## config.mk

```make
export PLATFORM = sky130hd
export DESIGN_NAME = tls_client_hello_sni_extract
export DESIGN_NICKNAME = d
export VERILOG_FILES = /design/src/hdl/tlssni_pkg.sv /design/src/hdl/tlssni_parser.sv /design/src/hdl/tlssni_out_buf.sv /design/src/hdl/tls_client_hello_sni_extract.sv
export SDC_FILE = /design/constraint.sdc
export NUM_CORES = 1
export LEC_CHECK = 0
export ABC_CLOCK_PERIOD_IN_PS = 4100
export BUFFER_PORTS_ARGS = -buffer_cell sky130_fd_sc_hd__buf_2
export CAP_MARGIN = 20
export CORE_AREA = 2 2 105 107
export CTS_CLUSTER_SIZE = 30
export DETAILED_ROUTE_END_ITERATION = 6
export DIE_AREA = 0 0 107 109
export PLACE_DENSITY = 0.72
export SYNTH_ARGS = -nofsm -noshare
export SYNTH_HDL_FRONTEND = slang
export SYNTH_SLANG_ARGS = --single-unit
```

## constraint.sdc

```tcl
create_clock -name clk -period 4.1 [get_ports clk]
set_input_delay 0.41 -clock clk [delete_from_list [all_inputs] [get_ports clk]]
set_output_delay 0.41 -clock clk [all_outputs]
set_load 0.02 [all_outputs]
```

## src/hdl/tlssni_pkg.sv

```systemverilog
package tlssni_pkg;

  // record header (type, version, length) + handshake header and version + random
  localparam logic [15:0] HDR_SKIP       = 16'((1 + 2 + 2) + (1 + 3 + 2) + 32);
  localparam logic [15:0] SNI_EXT_TYPE   = 16'h0000;
  localparam logic [7:0]  HOST_NAME_TYPE = 8'h00;
  // extension length and server name list length, skipped unchecked
  localparam logic [15:0] SNI_INNER_SKIP = 16'd4;

  typedef enum logic [4:0] {
    PH_HDR     = 5'd0,
    PH_SID_LEN = 5'd1,
    PH_SID_SKIP= 5'd2,
    PH_CS_HI   = 5'd3,
    PH_CS_LO   = 5'd4,
    PH_CS_SKIP = 5'd5,
    PH_CM_LEN  = 5'd6,
    PH_CM_SKIP = 5'd7,
    PH_EXTS_HI = 5'd8,
    PH_EXTS_LO = 5'd9,
    PH_TYPE_HI = 5'd10,
    PH_TYPE_LO = 5'd11,
    PH_ELEN_HI = 5'd12,
    PH_ELEN_LO = 5'd13,
    PH_EBODY   = 5'd14,
    PH_SN_SKIP = 5'd15,
    PH_SN_TYPE = 5'd16,
    PH_NLEN_HI = 5'd17,
    PH_NLEN_LO = 5'd18,
    PH_NAME    = 5'd19,
    PH_DONE    = 5'd20
  } phase_t;

  typedef struct packed {
    logic [7:0] name_byte;
    logic       byte_valid;
    logic       name_done;
    logic       found;
  } res_t;

endpackage

```

## src/hdl/tlssni_parser.sv

```systemverilog
module tlssni_parser (
  input  logic              clk,
  input  logic              rst,
  input  logic              in_fire,
  input  logic [7:0]        data_byte,
  input  logic              end_of_record,
  output logic              res_valid,
  output tlssni_pkg::res_t  res
);
  import tlssni_pkg::*;

  phase_t      phase, phase_next;
  logic [15:0] skip_count, skip_count_next;
  logic [7:0]  length_high_byte, length_high_byte_next;
  logic [15:0] ext_left, ext_left_next;
  logic [15:0] name_left, name_left_next;
  logic        result_given, result_given_next;

  logic [15:0] len16;
  logic [15:0] skip_dec;
  logic [15:0] ext_dec;
  logic [15:0] name_dec;
  logic        name_fin;
  logic        miss;
  logic        step_res;

  assign len16    = {length_high_byte, data_byte};
  assign skip_dec = skip_count - 16'd1;
  assign ext_dec  = (ext_left != 16'd0) ? ext_left - 16'd1 : ext_left;
  assign name_dec = name_left - 16'd1;
  assign name_fin = (name_dec == 16'd0) || end_of_record;

  // parse failure: emit not-found and stop
  always_comb begin
    case (phase)
      PH_EXTS_LO: miss = (len16 == 16'd0);
      PH_ELEN_LO: miss = (len16 == 16'd0) && (ext_dec == 16'd0);
      PH_EBODY:   miss = (skip_dec == 16'd0) && (ext_dec == 16'd0);
      PH_SN_TYPE: miss = (data_byte != HOST_NAME_TYPE);
      default:    miss = 1'b0;
    endcase
  end

  // next phase
  always_comb begin
    phase_next = phase;
    case (phase)
      PH_HDR:      if (skip_dec == 16'd0) phase_next = PH_SID_LEN;
      PH_SID_SKIP: if (skip_dec == 16'd0) phase_next = PH_CS_HI;
      PH_CS_SKIP:  if (skip_dec == 16'd0) phase_next = PH_CM_LEN;
      PH_CM_SKIP:  if (skip_dec == 16'd0) phase_next = PH_EXTS_HI;
      PH_SN_SKIP:  if (skip_dec == 16'd0) phase_next = PH_SN_TYPE;
      PH_SID_LEN:  phase_next = (data_byte != 8'd0) ? PH_SID_SKIP : PH_CS_HI;
      PH_CS_HI:    phase_next = PH_CS_LO;
      PH_CS_LO:    phase_next = (len16 != 16'd0) ? PH_CS_SKIP : PH_CM_LEN;
      PH_CM_LEN:   phase_next = (data_byte != 8'd0) ? PH_CM_SKIP : PH_EXTS_HI;
      PH_EXTS_HI:  phase_next = PH_EXTS_LO;
      PH_EXTS_LO:  phase_next = PH_TYPE_HI;
      PH_TYPE_HI:  phase_next = PH_TYPE_LO;
      PH_TYPE_LO:  phase_next = (len16 == SNI_EXT_TYPE) ? PH_SN_SKIP : PH_ELEN_HI;
      PH_ELEN_HI:  phase_next = PH_ELEN_LO;
      PH_ELEN_LO:  phase_next = (len16 != 16'd0) ? PH_EBODY : PH_TYPE_HI;
      PH_EBODY:    if (skip_dec == 16'd0) phase_next = PH_TYPE_HI;
      PH_SN_TYPE:  phase_next = PH_NLEN_HI;
      PH_NLEN_HI:  phase_next = PH_NLEN_LO;
      PH_NLEN_LO:  phase_next = (len16 == 16'd0) ? PH_DONE : PH_NAME;
      PH_NAME:     if (name_fin) phase_next = PH_DONE;
      default:     phase_next = PH_DONE;
    endcase
    if (miss) phase_next = PH_DONE;
    if (end_of_record) phase_next = PH_HDR;
  end

  // counters and length capture
  always_comb begin
    skip_count_next       = skip_count;
    length_high_byte_next = length_high_byte;
    ext_left_next         = ext_left;
    name_left_next        = name_left;
    case (phase)
      PH_HDR, PH_SID_SKIP, PH_CS_SKIP, PH_CM_SKIP, PH_SN_SKIP:
        skip_count_next = skip_dec;
      PH_SID_LEN, PH_CM_LEN:
        skip_count_next = {8'd0, data_byte};
      PH_CS_HI, PH_EXTS_HI, PH_NLEN_HI:
        length_high_byte_next = data_byte;
      PH_CS_LO:
        skip_count_next = len16;
      PH_EXTS_LO:
        ext_left_next = len16;
      PH_TYPE_HI, PH_ELEN_HI: begin
        ext_left_next         = ext_dec;
        length_high_byte_next = data_byte;
      end
      PH_TYPE_LO: begin
        ext_left_next = ext_dec;
        if (len16 == SNI_EXT_TYPE) skip_count_next = SNI_INNER_SKIP;
      end
      PH_ELEN_LO: begin
        ext_left_next = ext_dec;
        if (len16 != 16'd0) skip_count_next = len16;
      end
      PH_EBODY: begin
        ext_left_next   = ext_dec;
        skip_count_next = skip_dec;
      end
      PH_NLEN_LO:
        name_left_next = len16;
      PH_NAME:
        name_left_next = name_dec;
      default: ;
    endcase
    if (end_of_record) begin
      skip_count_next       = HDR_SKIP;
      length_high_byte_next = 8'd0;
      ext_left_next         = 16'd0;
      name_left_next        = 16'd0;
    end
  end

  // result for this byte
  always_comb begin
    step_res = 1'b0;
    res      = '0;
    if (phase == PH_NLEN_LO && len16 == 16'd0) begin
      step_res      = 1'b1;
      res.name_done = 1'b1;
      res.found     = 1'b1;
    end else if (phase == PH_NAME) begin
      step_res       = 1'b1;
      res.name_byte  = data_byte;
      res.byte_valid = 1'b1;
      res.name_done  = name_fin;
      res.found      = 1'b1;
    end
    if (miss) begin
      step_res = 1'b1;
      res      = '0;
      res.name_done = 1'b1;
    end
    // record ended with nothing reported yet
    if (end_of_record && !step_res && !result_given) begin
      step_res      = 1'b1;
      res.name_done = 1'b1;
    end
    res_valid = in_fire && step_res;
  end

  always_comb begin
    result_given_next = result_given;
    if (step_res && res.name_done) result_given_next = 1'b1;
    if (end_of_record) result_given_next = 1'b0;
  end

  always_ff @(posedge clk) begin
    if (rst) begin
      phase            <= PH_HDR;
      skip_count       <= HDR_SKIP;
      length_high_byte <= 8'd0;
      ext_left         <= 16'd0;
      name_left        <= 16'd0;
      result_given     <= 1'b0;
    end else if (in_fire) begin
      phase            <= phase_next;
      skip_count       <= skip_count_next;
      length_high_byte <= length_high_byte_next;
      ext_left         <= ext_left_next;
      name_left        <= name_left_next;
      result_given     <= result_given_next;
    end
  end

endmodule

```

## src/hdl/tlssni_out_buf.sv

```systemverilog
module tlssni_out_buf (
  input  logic              clk,
  input  logic              rst,
  input  logic              push,
  input  tlssni_pkg::res_t  push_data,
  output logic              full,
  output logic              out_valid,
  input  logic              out_ready,
  output tlssni_pkg::res_t  out_data
);
  import tlssni_pkg::*;

  res_t       mem [2];
  logic       wr_ptr;
  logic       rd_ptr;
  logic [1:0] count;
  logic       pop;

  assign out_valid = (count != 2'd0);
  assign full      = (count == 2'd2);
  assign pop       = out_valid && out_ready;
  assign out_data  = mem[rd_ptr];

  always_ff @(posedge clk) begin
    if (push) mem[wr_ptr] <= push_data;
  end

  always_ff @(posedge clk) begin
    if (rst) begin
      wr_ptr <= 1'b0;
      rd_ptr <= 1'b0;
      count  <= 2'd0;
    end else begin
      if (push) wr_ptr <= ~wr_ptr;
      if (pop)  rd_ptr <= ~rd_ptr;
      case ({push, pop})
        2'b10:   count <= count + 2'd1;
        2'b01:   count <= count - 2'd1;
        default: count <= count;
      endcase
    end
  end

endmodule

```

## src/hdl/tls_client_hello_sni_extract.sv

```systemverilog
// TLS ClientHello server-name extractor.
// Slave channel: one record byte per transfer on s_tdata, s_tlast on the final
// byte of the record. Master channel: zero or one result per input byte, the
// name byte on m_tdata, m_tlast marking the last result of the record, and
// m_tuser carrying the byte-valid and found flags.
// Each byte updates the parse state in the cycle of its transfer; a result
// is registered in the output buffer before it appears on the master side.
// Throughput is one byte per cycle while s_tready is high: the only loop is
// the phase and counter update.
// Results wait in a two-entry output buffer, so bytes keep flowing while a
// result is held. If the receiver stalls and both entries fill, s_tready
// drops until a result is taken; nothing is lost or reordered.
// A record with no host-name entry gives one not-found result (m_tlast high,
// both flags low); a host name cut by the end of the record ends on its last
// received byte. After the final byte the parser starts on the next record.
// Reset (rst, synchronous) returns to the header skip and empties the buffer.
module tls_client_hello_sni_extract (
  input  logic       clk,
  input  logic       rst,
  input  logic       s_tvalid,
  output logic       s_tready,
  input  logic [7:0] s_tdata,   // [7:0] data_byte
  input  logic       s_tlast,   // end_of_record
  output logic       m_tvalid,
  input  logic       m_tready,
  output logic [7:0] m_tdata,   // [7:0] name_byte
  output logic [1:0] m_tuser,   // [0] byte_valid, [1] found
  output logic       m_tlast    // name_done
);
  import tlssni_pkg::*;

  logic in_fire;
  logic res_valid;
  res_t res;
  res_t out_res;
  logic buf_full;

  assign s_tready = !buf_full;
  assign in_fire  = s_tvalid && s_tready;

  tlssni_parser u_parser (
    .clk           (clk),
    .rst           (rst),
    .in_fire       (in_fire),
    .data_byte     (s_tdata),
    .end_of_record (s_tlast),
    .res_valid     (res_valid),
    .res           (res)
  );

  tlssni_out_buf u_out_buf (
    .clk       (clk),
    .rst       (rst),
    .push      (res_valid),
    .push_data (res),
    .full      (buf_full),
    .out_valid (m_tvalid),
    .out_ready (m_tready),
    .out_data  (out_res)
  );

  assign m_tdata = out_res.name_byte;
  assign m_tuser = {out_res.found, out_res.byte_valid};
  assign m_tlast = out_res.name_done;

endmodule
```

Word-level counts from Yosys, hierarchy flattened
Memory sizes are Yosys's and may differ from the RTL's. A register that Yosys moved wholly into a read port is not among the register bits.
Index checks and enable logic that the tools add are counted.
W data, S select, Z words.
Storage, ports and cells
  memories: 1
  ROM bits: 0
  input port bits: 13
  register bits: 66
  latch bits: 0
  RAM bits: 22
  logic and storage cells: 130
  output and inout bits: 13
Cells by class
  multipliers: 0
  div/mod/pow operators: 0
  $lt $le $gt $ge: 0
  bitwise operators: 2
  mux-type cells: 44
  add/subtract/negate cells: 5
  eq/ne operators: 31
  shift operators: 0
  reductions and logical operators: 38
Memories
  u_out_buf.mem: depth 2, bits a word 11, read ports 1, clocked after memory_dff 1, wr ports 1, RTL line tlssni_out_buf.sv:13  | res_t mem [2];
Operators by type and width (count)
  $pmux W5 S20: 1
  $mux W16: 6
  $pmux W16 S5: 1
  $logic_not A16 Y1: 4
  $pmux W16 S2: 2
  $sub A16 B1 Y16 const B: 3
  $mux W5: 9
  $eq A5 B4 Y1 const B: 8
  $reduce_bool A16 Y1: 2
  $ne A4 B2 Y1 const B: 7
  $mux W11: 2
  $eq A5 B3 Y1 const B: 4
  $eq A5 B5 Y1 const B: 4
  $mux W8: 2
  $mux W1: 12
  $eq A5 B2 Y1 const B: 2
  $reduce_or A5 Y1: 2
  $logic_and A1 B1 Y1: 9
  $mux W9: 1
  $reduce_and A2 Y1: 4
  $reduce_and A8 Y1: 1
  $reduce_bool A2 Y1: 4
  $reduce_bool A8 Y1: 1
  $mux W2: 3
  19 further kinds: 26

Longest topological paths before layout
Gate-level depths: netlist (run 1).
  depth after elaboration: 13
  mapped depth: 14
  depth with buffers taken out: 13

Hierarchy
Synthesis (run 1) repeated with hierarchy kept, for this count alone.
Second synthesis, totals
  cell total of the unflattened synthesis: 740
  area, all modules: 5916.9 µm²
Modules (own cells, without submodules)
  tlssni_parser: seq. area each 1241.2 µm², times used 1, cells an instance 681, area an instance 4902.2 µm²
  tlssni_out_buf: seq. area each 760.7 µm², times used 1, cells an instance 57, area an instance 1004.7 µm²
  tls_client_hello_sni_extract: seq. area each 0.0 µm², times used 1, cells an instance 2, area an instance 10.0 µm²

Least setup slack after synthesis (run 1)
Ideal clock, no wire load.
  kind: register to register
  from: register u_parser.ext_left[9]
  to: memory u_out_buf.mem[1][0] in the netlist's numbering, enable pin
  arrival: 3.262 ns
  setup time: 0.378 ns
  cell stages (with the launch flop): 11
  data required time: 3.722 ns
  clock period less this slack: 3.640 ns
  slack: 0.460 ns
  path buffers: 2
  cells stage by stage: dfxtp_1 -> buf_6 -> or4_1 -> buf_2 -> or3_4 -> mux2_4 -> or4_4 -> nor4_4 -> a31o_2 -> nand2_1 -> nor2_1
Between the ends
  longest elaborated chain between the ends: 13
  elaborated cells on any way between the ends: 15
Ends and longest elaborated chain
  from (decl): RTL line tlssni_parser.sv:15  | logic [15:0] ext_left, ext_left_next;
  from (signal assigned): RTL line tlssni_parser.sv:167  | ext_left <= ext_left_next;
  $sub A16 B1 Y16 / $reduce_bool A16 Y1 (equally long branches): RTL line tlssni_parser.sv:29  | assign ext_dec = (ext_left != 16'd0) ? ext_left - 16'd1 : ext_left;
  $mux W16 *: RTL line tlssni_parser.sv:29
  $logic_not A16 Y1 *: RTL line tlssni_parser.sv:37, tlssni_parser.sv:38
  $logic_and A1 B1 Y1 (on tied branches): RTL line tlssni_parser.sv:38, tlssni_parser.sv:37
  $pmux W1 S4 *: RTL line tlssni_parser.sv:35  | case (phase)
  $mux W1 *: RTL line tlssni_parser.sv:136  | if (miss) begin
  $logic_not A1 Y1: RTL line tlssni_parser.sv:142  | if (end_of_record && !step_res && !result_given) begin
  $logic_and A1 B1 Y1 (2 in a row): RTL line tlssni_parser.sv:142
  $mux W1 *: RTL line tlssni_parser.sv:142
  $logic_and A1 B1 Y1 *: RTL line tlssni_parser.sv:146  | res_valid = in_fire && step_res;
  $mux W1 *: RTL line tlssni_out_buf.sv:25  | if (push) mem[wr_ptr] <= push_data;
  $mux W1 (implied by the code) *: RTL line tlssni_out_buf.sv:25
  to (decl): RTL line tlssni_out_buf.sv:13
Mark *: on every way between the ends. The rest lies on a longest branch, timed or not.

Worst setup path after layout (run 1)
  from: register u_parser.ext_left[0]
  to: register u_out_buf.count[1]
Between the ends
  longest elaborated chain between the ends: 13
  elaborated cells on any way between the ends: 17
Ends and longest elaborated chain
  $sub A16 B1 Y16 / $reduce_bool A16 Y1 (equally long branches): RTL line tlssni_parser.sv:29
  $mux W16 *: RTL line tlssni_parser.sv:29
  $logic_not A16 Y1 *: RTL line tlssni_parser.sv:37, tlssni_parser.sv:38
  $logic_and A1 B1 Y1 (on tied branches): RTL line tlssni_parser.sv:38, tlssni_parser.sv:37
  $pmux W1 S4 *: RTL line tlssni_parser.sv:35
  $mux W1 *: RTL line tlssni_parser.sv:136
  $logic_not A1 Y1: RTL line tlssni_parser.sv:142
  $logic_and A1 B1 Y1 (2 in a row): RTL line tlssni_parser.sv:142
  $mux W1 *: RTL line tlssni_parser.sv:142
  $logic_and A1 B1 Y1 *: RTL line tlssni_parser.sv:146
  $eq A2 B1 Y1 / $eq A2 B2 Y1 (equally long branches): RTL line tlssni_out_buf.sv:36  | case ({push, pop})
  $pmux W2 S2 / $reduce_bool A2 Y1 (equally long branches)
  to (signal assigned): RTL line tlssni_out_buf.sv:37  | 2'b10: count <= count + 2'd1;
  to (signal assigned): RTL line tlssni_out_buf.sv:38  | 2'b01: count <= count - 2'd1;
  to (signal assigned): RTL line tlssni_out_buf.sv:39  | default: count <= count;
  to (decl): RTL line tlssni_out_buf.sv:16  | logic [1:0] count;
Marks and branches as above.
A chain may end at the register's enable or synchronous reset.

==> results of run 1 <==
cell families after synthesis:
group                    Yosys count  synth area share (%)
AND/OR/NAND/NOR                  320                  28.0
flip-flops                        89                  35.1
XOR/XNOR                          23                  3.53
adder cells (fa/ha/maj)            6                  1.32
buffers and inverters             71                  4.89
AO/OA/AOI/OAI                    215                  24.4
multiplexers                      14                  2.79
path summary, 6_finish.rpt:
check | start | endpoint
worst max register to register | u_parser.ext_left[0] | u_out_buf.count[1]
worst max-delay path | u_parser.ext_left[0] | u_out_buf.count[1]
worst min register to register | u_parser.skip_count[15] | u_parser.skip_count[15]
worst min-delay path | s_tdata[1] | u_parser.length_high_byte[1]
cell usage in the layout (no fill, tap or decap), types with 15 or more instances in the layout:
cell type	synthesis	final
o31ai_1	15	15
nor2_1	99	99
a21oi_1	40	40
inv_1	16	16
nor3_1	18	18
nand2_1	82	82
buf_4	0	20
dfxtp_1	67	67
edfxtp_1	22	22
nor4_1	20	19
a22oi_1	33	33
buf_2	1	25
o21ai_0	58	58
final cells by class:
class                   instances  area (sq um)  area share [%]
inverters                      16          60.1           0.975
well taps                     140           175            2.84
repair buffers                 45           275            4.47
clock buffers                  10           149            2.42
flip-flops and latches         89          2000            32.5
clock inverters                 6          65.1            1.06
multi-input cells             578          3430            55.7
per-layer routing:
metal	GRT usage, %	vias to the layer above	part of all wire [%]
li1	-	2698	-
met1	37.4	2703	41
met2	48.2	262	47
met3	4.90	58	7.9
met4	16.5	0	4.1
met5	0	-	0
tightest hold or removal path: stages:
cell and delay [ps]:
buf_2 170, nand4b_1 110, a21oi_1 60
stage by stage:
step	std cells	setup TNS, ps	power [uW]	hold slack [ps]
6_report	884	0	2040	398
3_3_place_gp	868	0	1400	461
4_1_cts	884	0	2060	381
2_1_floorplan	738	0	1290	452
3_5_place_dp	868	0	1410	471
5_1_grt	884	-7.36	2130	385
where the power goes:
| group | total (uW) | switching [uW] | internal (uW) |
|---|---|---|---|
| logic | 408 | 253 | 155 |
| clock network | 652 | 376 | 276 |
| registers | 984 | 48.2 | 936 |
registers in the layout, indices dropped and copies added (netlist names), named ones only:
| register | cells |
|---|---|
| u_parser.ext_left | 16 |
| u_parser.phase | 5 |
| u_out_buf.rd_ptr | 1 |
| u_parser.skip_count | 16 |
| u_parser.length_high_byte | 8 |
| u_out_buf.wr_ptr | 1 |
| u_out_buf.count | 2 |
| u_parser.result_given | 1 |
| u_parser.name_left | 16 |
| u_out_buf.mem | 22 |
==> impl_metrics.env, run 1 <==
export IMPL_htree_levels=3
export IMPL_wire_per_inst_um=19.0
export IMPL_cp_start_kind="flip-flop"
export IMPL_crit_fanout=7
export IMPL_drc=0
export IMPL_wl_um=16800
export IMPL_drive_gt1_share_pct=12.5
export IMPL_synth_most_common_cell="nor2_1"
export IMPL_synth_top_cells_by_count="nor2_1, nand2_1, dfxtp_1"
export IMPL_hp_class="in2reg"
export IMPL_synth_seq_cells=89
export IMPL_relSlewSlack_pct=42.3
export IMPL_vias=5721
export IMPL_syn_inst=738
export IMPL_r2r_cells=12
export IMPL_path_buf_inv=1
export IMPL_setup_violations_final=0
export IMPL_grt_pass1_vias=5301
export IMPL_skew_ps=10.7
export IMPL_numPortBuffers=25
export IMPL_fin_crit_sh_pct=97.1
export IMPL_antenna_found_initial=0
export IMPL_die_h_um=109
export IMPL_crit_family="simple AND/OR/NAND/NOR gates"
export IMPL_hold_buffers=0
export IMPL_drv_slew=0
export IMPL_first_iter_violations=379
export IMPL_avgViaCountPerCell=6.47
export IMPL_cts_tree="done"
export IMPL_holdPathStages=3
export IMPL_crit_top_cell="ha_1"
export IMPL_maxCapViolCount=0
export IMPL_floorplan_initialDensity_pct=53.8
export IMPL_clk_latency_ps=390
export IMPL_track_usage_pct=29.6
export IMPL_peakVddDrop_v=0.000198
export IMPL_ys_types=71
export IMPL_cp_end_kind="flip-flop"
export IMPL_place_ws_ps=206
export IMPL_synthTopCellsByArea="dfxtp_1, edfxtp_1, nor2_1, nand2_1, o21ai_0"
export IMPL_io_pins=26
export IMPL_fmax_mhz=251
export IMPL_die_x_um=107
export IMPL_grt_pass1_wl_um=26800
export IMPL_yosys_most_used_dff="dfxtp_1"
export IMPL_fin_nets=758
export IMPL_cp_slowest_cell="or4b_2"
export IMPL_cts_setup_buffers=0
export IMPL_leakage_uw=0.00228
export IMPL_grt_max_degree=36
export IMPL_n_fill_cell=947
export IMPL_syn2layout_area_growth_pct=7.92
export IMPL_p_per_area_nw_per_um2=332
export IMPL_syn_cell_area_sq_um=5710
export IMPL_seq_area_frac_synth_pct=35.1
export IMPL_cts_resized=0
export IMPL_path_cells="inv_1, ha_1, or3b_2, a211oi_1, o311ai_0, or4b_2, nor4_4, a31o_2, nand2_1, ha_1, or3_1, a21oi_1"
export IMPL_yosys_area_top_type_share_pct=23.5
export IMPL_cts_buffers=9
export IMPL_cts_root_buf="clkbuf_8"
export IMPL_gp_congestion=1.00
export IMPL_dp_hpwl_um=11400
export IMPL_yosys_warnings=0
export IMPL_status="finished clean"
export IMPL_cts_sinks=89
export IMPL_diodes=0
export IMPL_tightest_slew_ps=860
export IMPL_synth_async_reset_ratio_pct=0
export IMPL_final_core_util_pct=58.1
export IMPL_ant_nets=0
export IMPL_grt_overflow=0
export IMPL_final_setup_worst_slack_ps=117
export IMPL_crit_type="reg2reg"
export IMPL_slowest_delay_ps=710
export IMPL_syn_area_per_cell_sq_um=7.73
export IMPL_place_area_sq_um=5940
export IMPL_r2r_slack_ps=120
export IMPL_fin_area_sq_um=6160
export IMPL_cp_arrival_ps=4310
export IMPL_layout_min_cycle_time_ps=3980
export IMPL_clk_pin_slew_ps=100
export IMPL_hold_viol=0
export IMPL_cts_buffer_depth=2
export IMPL_path_depth=12
export IMPL_synth_edf_count=22
export IMPL_die_area_sq_um=11700
export IMPL_crit_required_ps=4420
export IMPL_synthesis_nets=757
export IMPL_drt_pass1_iterations=5
export IMPL_fp_row_count=38
export IMPL_coreArea_sq_um=10600
export IMPL_yosysTopAreaCell="dfxtp_1"
Power figures use the tool's default switching activity.
==> inputs of run 2 (changes only) <==
--- a/config.mk
+++ b/config.mk
@@ -8,10 +8,10 @@
 export ABC_CLOCK_PERIOD_IN_PS = 4100
 export BUFFER_PORTS_ARGS = -buffer_cell sky130_fd_sc_hd__buf_2
 export CAP_MARGIN = 20
-export CORE_AREA = 2 2 105 107
+export CORE_AREA = 3 3 106 108
 export CTS_CLUSTER_SIZE = 30
 export DETAILED_ROUTE_END_ITERATION = 6
-export DIE_AREA = 0 0 107 109
+export DIE_AREA = 0 0 109 111
 export PLACE_DENSITY = 0.72
 export SYNTH_ARGS = -nofsm -noshare
 export SYNTH_HDL_FRONTEND = slang
==> impl_metrics.env, run 2 (same netlist as run 1, synthesis figures left out) <==
export IMPL_r2r_cells=12
export IMPL_cts_buffers=9
export IMPL_relSlewSlack_pct=33.6
export IMPL_fin_crit_sh_pct=95.6
export IMPL_cp_arrival_ps=4220
export IMPL_fp_row_count=37
export IMPL_layout_min_cycle_time_ps=3920
export IMPL_setup_violations_final=0
export IMPL_diodes=0
export IMPL_die_x_um=109
export IMPL_ant_nets=0
export IMPL_n_fill_cell=956
export IMPL_clk_latency_ps=370
export IMPL_numPortBuffers=25
export IMPL_gp_congestion=0.963
export IMPL_finalSetupTns_ps=0
export IMPL_syn2layout_area_growth_pct=7.61
export IMPL_final_cells=882
export IMPL_r2r_start="u_parser.ext_left[0]"
export IMPL_violations="DRC"
export IMPL_avgViaCountPerCell=6.45
export IMPL_fmax_mhz=255
export IMPL_largest_register_ffs=22
export IMPL_cts_setup_buffers=0
export IMPL_dp_hpwl_um=11600
export IMPL_status="finished with violations"
export IMPL_tightest_slew_ps=996
export IMPL_leakage_uw=0.00227
export IMPL_cts_tree="done"
export IMPL_drv_slew=0
export IMPL_skew_ps=10.6
export IMPL_crit_end="u_out_buf.count[1]"
export IMPL_wire_per_inst_um=19.1
export IMPL_hold_viol=0
export IMPL_final_cell_mix="nor2_1, nand2_1, dfxtp_1"
export IMPL_first_iter_violations=599
export IMPL_grt_overflow=0
export IMPL_r2r_end="u_out_buf.count[1]"
export IMPL_regMostFlops="u_out_buf.mem"
export IMPL_clk_pin_slew_ps=100
export IMPL_drt_pass1_iterations=7
export IMPL_cp_end_kind="flip-flop"
export IMPL_track_usage_pct=28.3
export IMPL_holdPathStages=3
export IMPL_dp_cells=866
export IMPL_cts_buffer_depth=2
export IMPL_coreArea_sq_um=10300
export IMPL_grt_pass1_wl_um=27100
export IMPL_drive_gt1_share_pct=12.7
export IMPL_cts_sinks=89
export IMPL_vias=5691
export IMPL_grt_pass1_vias=5214
export IMPL_io_pins=26
export IMPL_maxCapViolCount=0
export IMPL_crit_required_ps=4400
export IMPL_layout_commonest_cell="nor2_1"
export IMPL_crit_type="reg2reg"
export IMPL_r2r_slack_ps=180
export IMPL_cp_start_kind="flip-flop"
export IMPL_drc=3
export IMPL_die_area_sq_um=12100
export IMPL_die_h_um=111
export IMPL_grt_max_degree=50
export IMPL_wl_um=16900
export IMPL_p_per_area_nw_per_um2=324
export IMPL_htree_levels=3
export IMPL_peakVddDrop_v=0.000233
export IMPL_floorplan_initialDensity_pct=55.3
export IMPL_crit_fanout=7
export IMPL_rsz0062_at_grt="no"
export IMPL_fin_nets=760
export IMPL_crit_start="u_parser.ext_left[0]"
export IMPL_hp_class="in2reg"
export IMPL_antenna_found_initial=0
export IMPL_cts_root_buf="clkbuf_8"
[run 2: cell count changes in the layout (fill, tap and decap cells not counted)]
cell	before	now
buf_4	20	22
clkbuf_16	1	0
clkinv_1	0	1
clkinv_8	1	0
clkinvlp_4	0	1
ha_1	6	5
ha_2	0	1
[run 2: metal layers]
| metal | routed length, um | part of all wire [%] | track usage (%) | up-vias |
|---|---|---|---|---|
| met5 | 0 | 0 | 0 | - |
| li1 | - | - | - | 2711 |
| met2 | 7970 | 47 | 45.0 | 245 |
| met4 | 497 | 2.9 | 10.7 | 0 |
| met3 | 1130 | 6.7 | 4.08 | 48 |
| met1 | 7250 | 43 | 38.5 | 2687 |
[run 2: area by class of cell]
cell class | instances | area, sq um | share of cell area (%)
tap | 136 | 170 | 2.77
sequential | 89 | 2000 | 32.6
clock inverter | 7 | 60.1 | 0.978
multi-input combinational | 578 | 3430 | 55.9
timing repair buffer | 47 | 290 | 4.73
inverter | 16 | 60.1 | 0.978
clock buffer | 9 | 124 | 2.02
[run 2: critical path: stages, from the launching register on]
cell and delay (ps):
dfxtp_1 370, inv_1 80, ha_2 220, or3b_2 530, a211oi_1 270, o311ai_0 140
or4b_2 690, nor4_4 320, a31o_2 230, nand2_1 80, ha_1 360, or3_1 370
a21oi_1 190
[run 2: worst min path at each step]
stage,start,end
CTS,s_tdata[1],u_parser.length_high_byte[1]
global placement,u_parser.skip_count[6],u_parser.skip_count[6]
finish,s_tdata[1],u_parser.length_high_byte[1]
detailed placement,u_parser.skip_count[15],u_parser.skip_count[15]
global route,s_tdata[1],u_parser.length_high_byte[1]
floorplan,u_parser.skip_count[6],u_parser.skip_count[6]
[run 2: what timing repair did]
action / CTS / global route
hold buffers: 0 / 0
setup endpoints to repair: 0 / 1
resized for setup: 0 / 2
[run 2: through the flow]
stage	utilization [%]	hold WS, ps	cell area, sq um	total power (uW)	setup WS (ps)
2_1_floorplan	-	452	5710	1290	460
3_3_place_gp	57.6	461	5950	1400	337
3_5_place_dp	57.6	480	5950	1410	150
4_1_cts	59.4	414	6130	1990	142
5_1_grt	59.5	415	6140	2080	28.8
6_report	59.5	424	6140	1990	179
[run 2: report_power, final]
group	total, uW	leakage [uW]	switching (uW)	internal, uW
Clock	594	0.0000917	361	232
Sequential	983	0.000761	47.1	936
Combinational	410	0.00142	254	156
Total	1990	0.00227	662	1320
==> inputs of run 3 (changes only) <==
--- a/config.mk
+++ b/config.mk
@@ -5,14 +5,15 @@
 export SDC_FILE = /design/constraint.sdc
 export NUM_CORES = 1
 export LEC_CHECK = 0
+export ABC_AREA = 1
 export ABC_CLOCK_PERIOD_IN_PS = 4100
-export BUFFER_PORTS_ARGS = -buffer_cell sky130_fd_sc_hd__buf_2
 export CAP_MARGIN = 20
 export CORE_AREA = 3 3 106 108
 export CTS_CLUSTER_SIZE = 30
 export DETAILED_ROUTE_END_ITERATION = 6
 export DIE_AREA = 0 0 109 111
-export PLACE_DENSITY = 0.72
+export DONT_BUFFER_PORTS = 1
+export PLACE_DENSITY = 0.7
 export SYNTH_ARGS = -nofsm -noshare
 export SYNTH_HDL_FRONTEND = slang
 export SYNTH_SLANG_ARGS = --single-unit
==> impl_metrics.env, run 3 <==
export IMPL_dp_hpwl_um=11900
export IMPL_coreArea_sq_um=10300
export IMPL_path_buf_inv=1
export IMPL_crit_type="reg2reg"
export IMPL_ys_types=46
export IMPL_fp_row_count=37
export IMPL_holdPathStages=1
export IMPL_final_cells=987
export IMPL_syn2layout_area_growth_pct=4.66
export IMPL_hold_end="u_parser.skip_count[15]"
export IMPL_largest_register_ffs=22
export IMPL_r2r_start="u_parser.ext_left[0]"
export IMPL_synthAdderAreaFrac_pct=1.31
export IMPL_path_depth=12
export IMPL_synth_simple_gate_area_share_pct=32.1
export IMPL_synthTopCellsByArea="dfxtp_1, nand2_1, edfxtp_1, nor2_1, a21oi_1"
export IMPL_slowest_delay_ps=740
export IMPL_r2r_slack_ps=800
export IMPL_die_h_um=111
export IMPL_yosysTopAreaCell="dfxtp_1"
export IMPL_n_fill_cell=1041
export IMPL_crit_family="simple AND/OR/NAND/NOR gates"
export IMPL_relSlewSlack_pct=35.9
export IMPL_ant_nets=0
export IMPL_floorplan_initialDensity_pct=55.4
export IMPL_setup_violations_final=0
export IMPL_final_cell_mix="nand2_1, nor2_1, inv_1"
export IMPL_synth_compound_area_share_pct=17.4
export IMPL_hold_viol=0
export IMPL_crit_start="u_parser.ext_left[0]"
export IMPL_yosys_warnings=0
export IMPL_cts_buffer_depth=2
export IMPL_synth_top_family_by_area="simple AND/OR/NAND/NOR gates"
export IMPL_synth_area_mux_share_pct=2.17
export IMPL_drv_slew=0
export IMPL_tightest_slew_ps=958
export IMPL_fin_nets=865
export IMPL_cp_arrival_ps=3300
export IMPL_track_usage_pct=27.2
export IMPL_cts_sinks=89
export IMPL_cts_tree="done"
export IMPL_die_area_sq_um=12100
export IMPL_cts_setup_buffers=0
export IMPL_finalSetupTns_ps=0
export IMPL_yosys_most_used_dff="dfxtp_1"
export IMPL_r2r_cells=12
export IMPL_cp_end_kind="flip-flop"
export IMPL_maxCapViolCount=0
export IMPL_synth_async_reset_ratio_pct=0
export IMPL_synth_edf_count=22
export IMPL_clk_latency_ps=370
export IMPL_grt_overflow=0
export IMPL_drc=0
export IMPL_layout_commonest_cell="nand2_1"
export IMPL_status="finished clean"
export IMPL_r2r_end="u_out_buf.mem[0][2]"
export IMPL_drt_pass1_iterations=5
export IMPL_synth_top_cells_by_count="nand2_1, nor2_1, inv_1"
export IMPL_gp_congestion=0.941
export IMPL_hp_class="in2reg"
export IMPL_io_pins=26
export IMPL_synthesis_nets=879
export IMPL_path_cells="inv_1, ha_1, nand2_1, nor2_1, nand2_1, nand2_1, nand4_1, nor2_1, nand3_2, nand3_2, nand2_1, nor2_1"
export IMPL_drive_gt1_share_pct=7.40
export IMPL_p_per_area_nw_per_um2=393
export IMPL_wl_um=16200
export IMPL_leakage_uw=0.00261
export IMPL_crit_top_cell="nand2_1"
export IMPL_cp_start_kind="flip-flop"
export IMPL_grt_max_degree=45
export IMPL_clk_pin_slew_ps=90
export IMPL_grt_pass1_wl_um=26000
export IMPL_syn_cell_area_sq_um=5720
export IMPL_hold_buffers=0
export IMPL_holdCritStartpoint="rst"
export IMPL_yosys_area_top_type_share_pct=23.5
export IMPL_seq_area_frac_synth_pct=35.0
export IMPL_htree_levels=3
export IMPL_skew_ps=7.08
export IMPL_cts_buffers=9
export IMPL_cts_resized=0
export IMPL_fmax_mhz=303
export IMPL_dp_cells=971
export IMPL_die_x_um=109
export IMPL_synth_seq_cells=89
export IMPL_regMostFlops="u_out_buf.mem"
export IMPL_crit_required_ps=4100
export IMPL_synth_most_common_cell="nand2_1"
export IMPL_vias=5668
export IMPL_layout_min_cycle_time_ps=3300
export IMPL_diodes=0
export IMPL_numPortBuffers=0
export IMPL_antenna_found_initial=0
export IMPL_avgViaCountPerCell=5.74
export IMPL_syn_area_per_cell_sq_um=6.65
export IMPL_cts_root_buf="clkbuf_8"
export IMPL_fin_crit_sh_pct=80.4
export IMPL_post_synth_xor_area_fraction_pct=3.06
export IMPL_syn_inst=860
export IMPL_crit_fanout=14
export IMPL_grt_pass1_vias=5039
export IMPL_cp_slowest_cell="nor2_1"
export IMPL_first_iter_violations=534
export IMPL_wire_per_inst_um=16.4
export IMPL_peakVddDrop_v=0.000216
export IMPL_rsz0062_at_grt="no"
run 3: worst register-to-register path: cells and delay by family, from the launching register on:
kind / cells / cell delay [ps]
adder cells (fa/ha/maj): 1 / 250
buffers and inverters: 1 / 80
flip-flops: 1 / 340
AND/OR/NAND/NOR: 10 / 2260
run 3: power breakdown:
group          internal [uW]  switching [uW]  total [uW]
Clock                    347             327         674
Combinational            213             442         655
Sequential               959            65.5        1020
run 3: cell type report:
class | count | area (sq um) | area share [%]
timing repair buffer | 3 | 22.5 | 0.376
inverter | 99 | 372 | 6.21
clock buffer | 12 | 135 | 2.26
sequential | 89 | 2000 | 33.4
multi-input combinational | 644 | 3210 | 53.6
clock inverter | 4 | 77.6 | 1.30
tap | 136 | 170 | 2.84
run 3: through the flow:
stage / hold slack, ps / setup slack (ps) / utilization, % / area, sq um / total power, uW
floorplan: 426 / 1470 / - / 5720 / 1550
global placement: 433 / 968 / 55.9 / 5770 / 1680
detailed placement: 450 / 759 / 55.9 / 5770 / 1690
CTS: 80.9 / 763 / 58.0 / 5990 / 2350
global route: 79.4 / 459 / 58.0 / 5990 / 2500
finish: 93.9 / 802 / 58.0 / 5990 / 2350
run 3: worst max-delay path by stage:
stage / end / slack (ps)
4_1_cts: u_out_buf.mem[0][6] / 760
3_5_place_dp: u_out_buf.mem[0][5] / 760
6_report: u_out_buf.mem[0][2] / 800
2_1_floorplan: u_out_buf.mem[0][0] / 1470
3_3_place_gp: u_out_buf.mem[0][0] / 970
5_1_grt: u_out_buf.mem[0][6] / 460
run 3: kinds of logic (layout without fill, tap and decap cells):
logic type / count (synthesis) / in the layout
and+or+nand+nor: 440 / 440
AOI/OAI and AO/OA: 167 / 167
buffers and inverters: 127 / 118
DFF: 89 / 89
xor gates and xnor gates: 20 / 20
muxes: 11 / 11
adders and majority gates: 6 / 6
run 3: routing by layer:
layer / GRT usage (%) / share of wire (%)
met3: 4.66 / 7.4
met1: 40.9 / 47
met4: 8.75 / 2.4
met2: 39.4 / 43
met5: 0 / 0
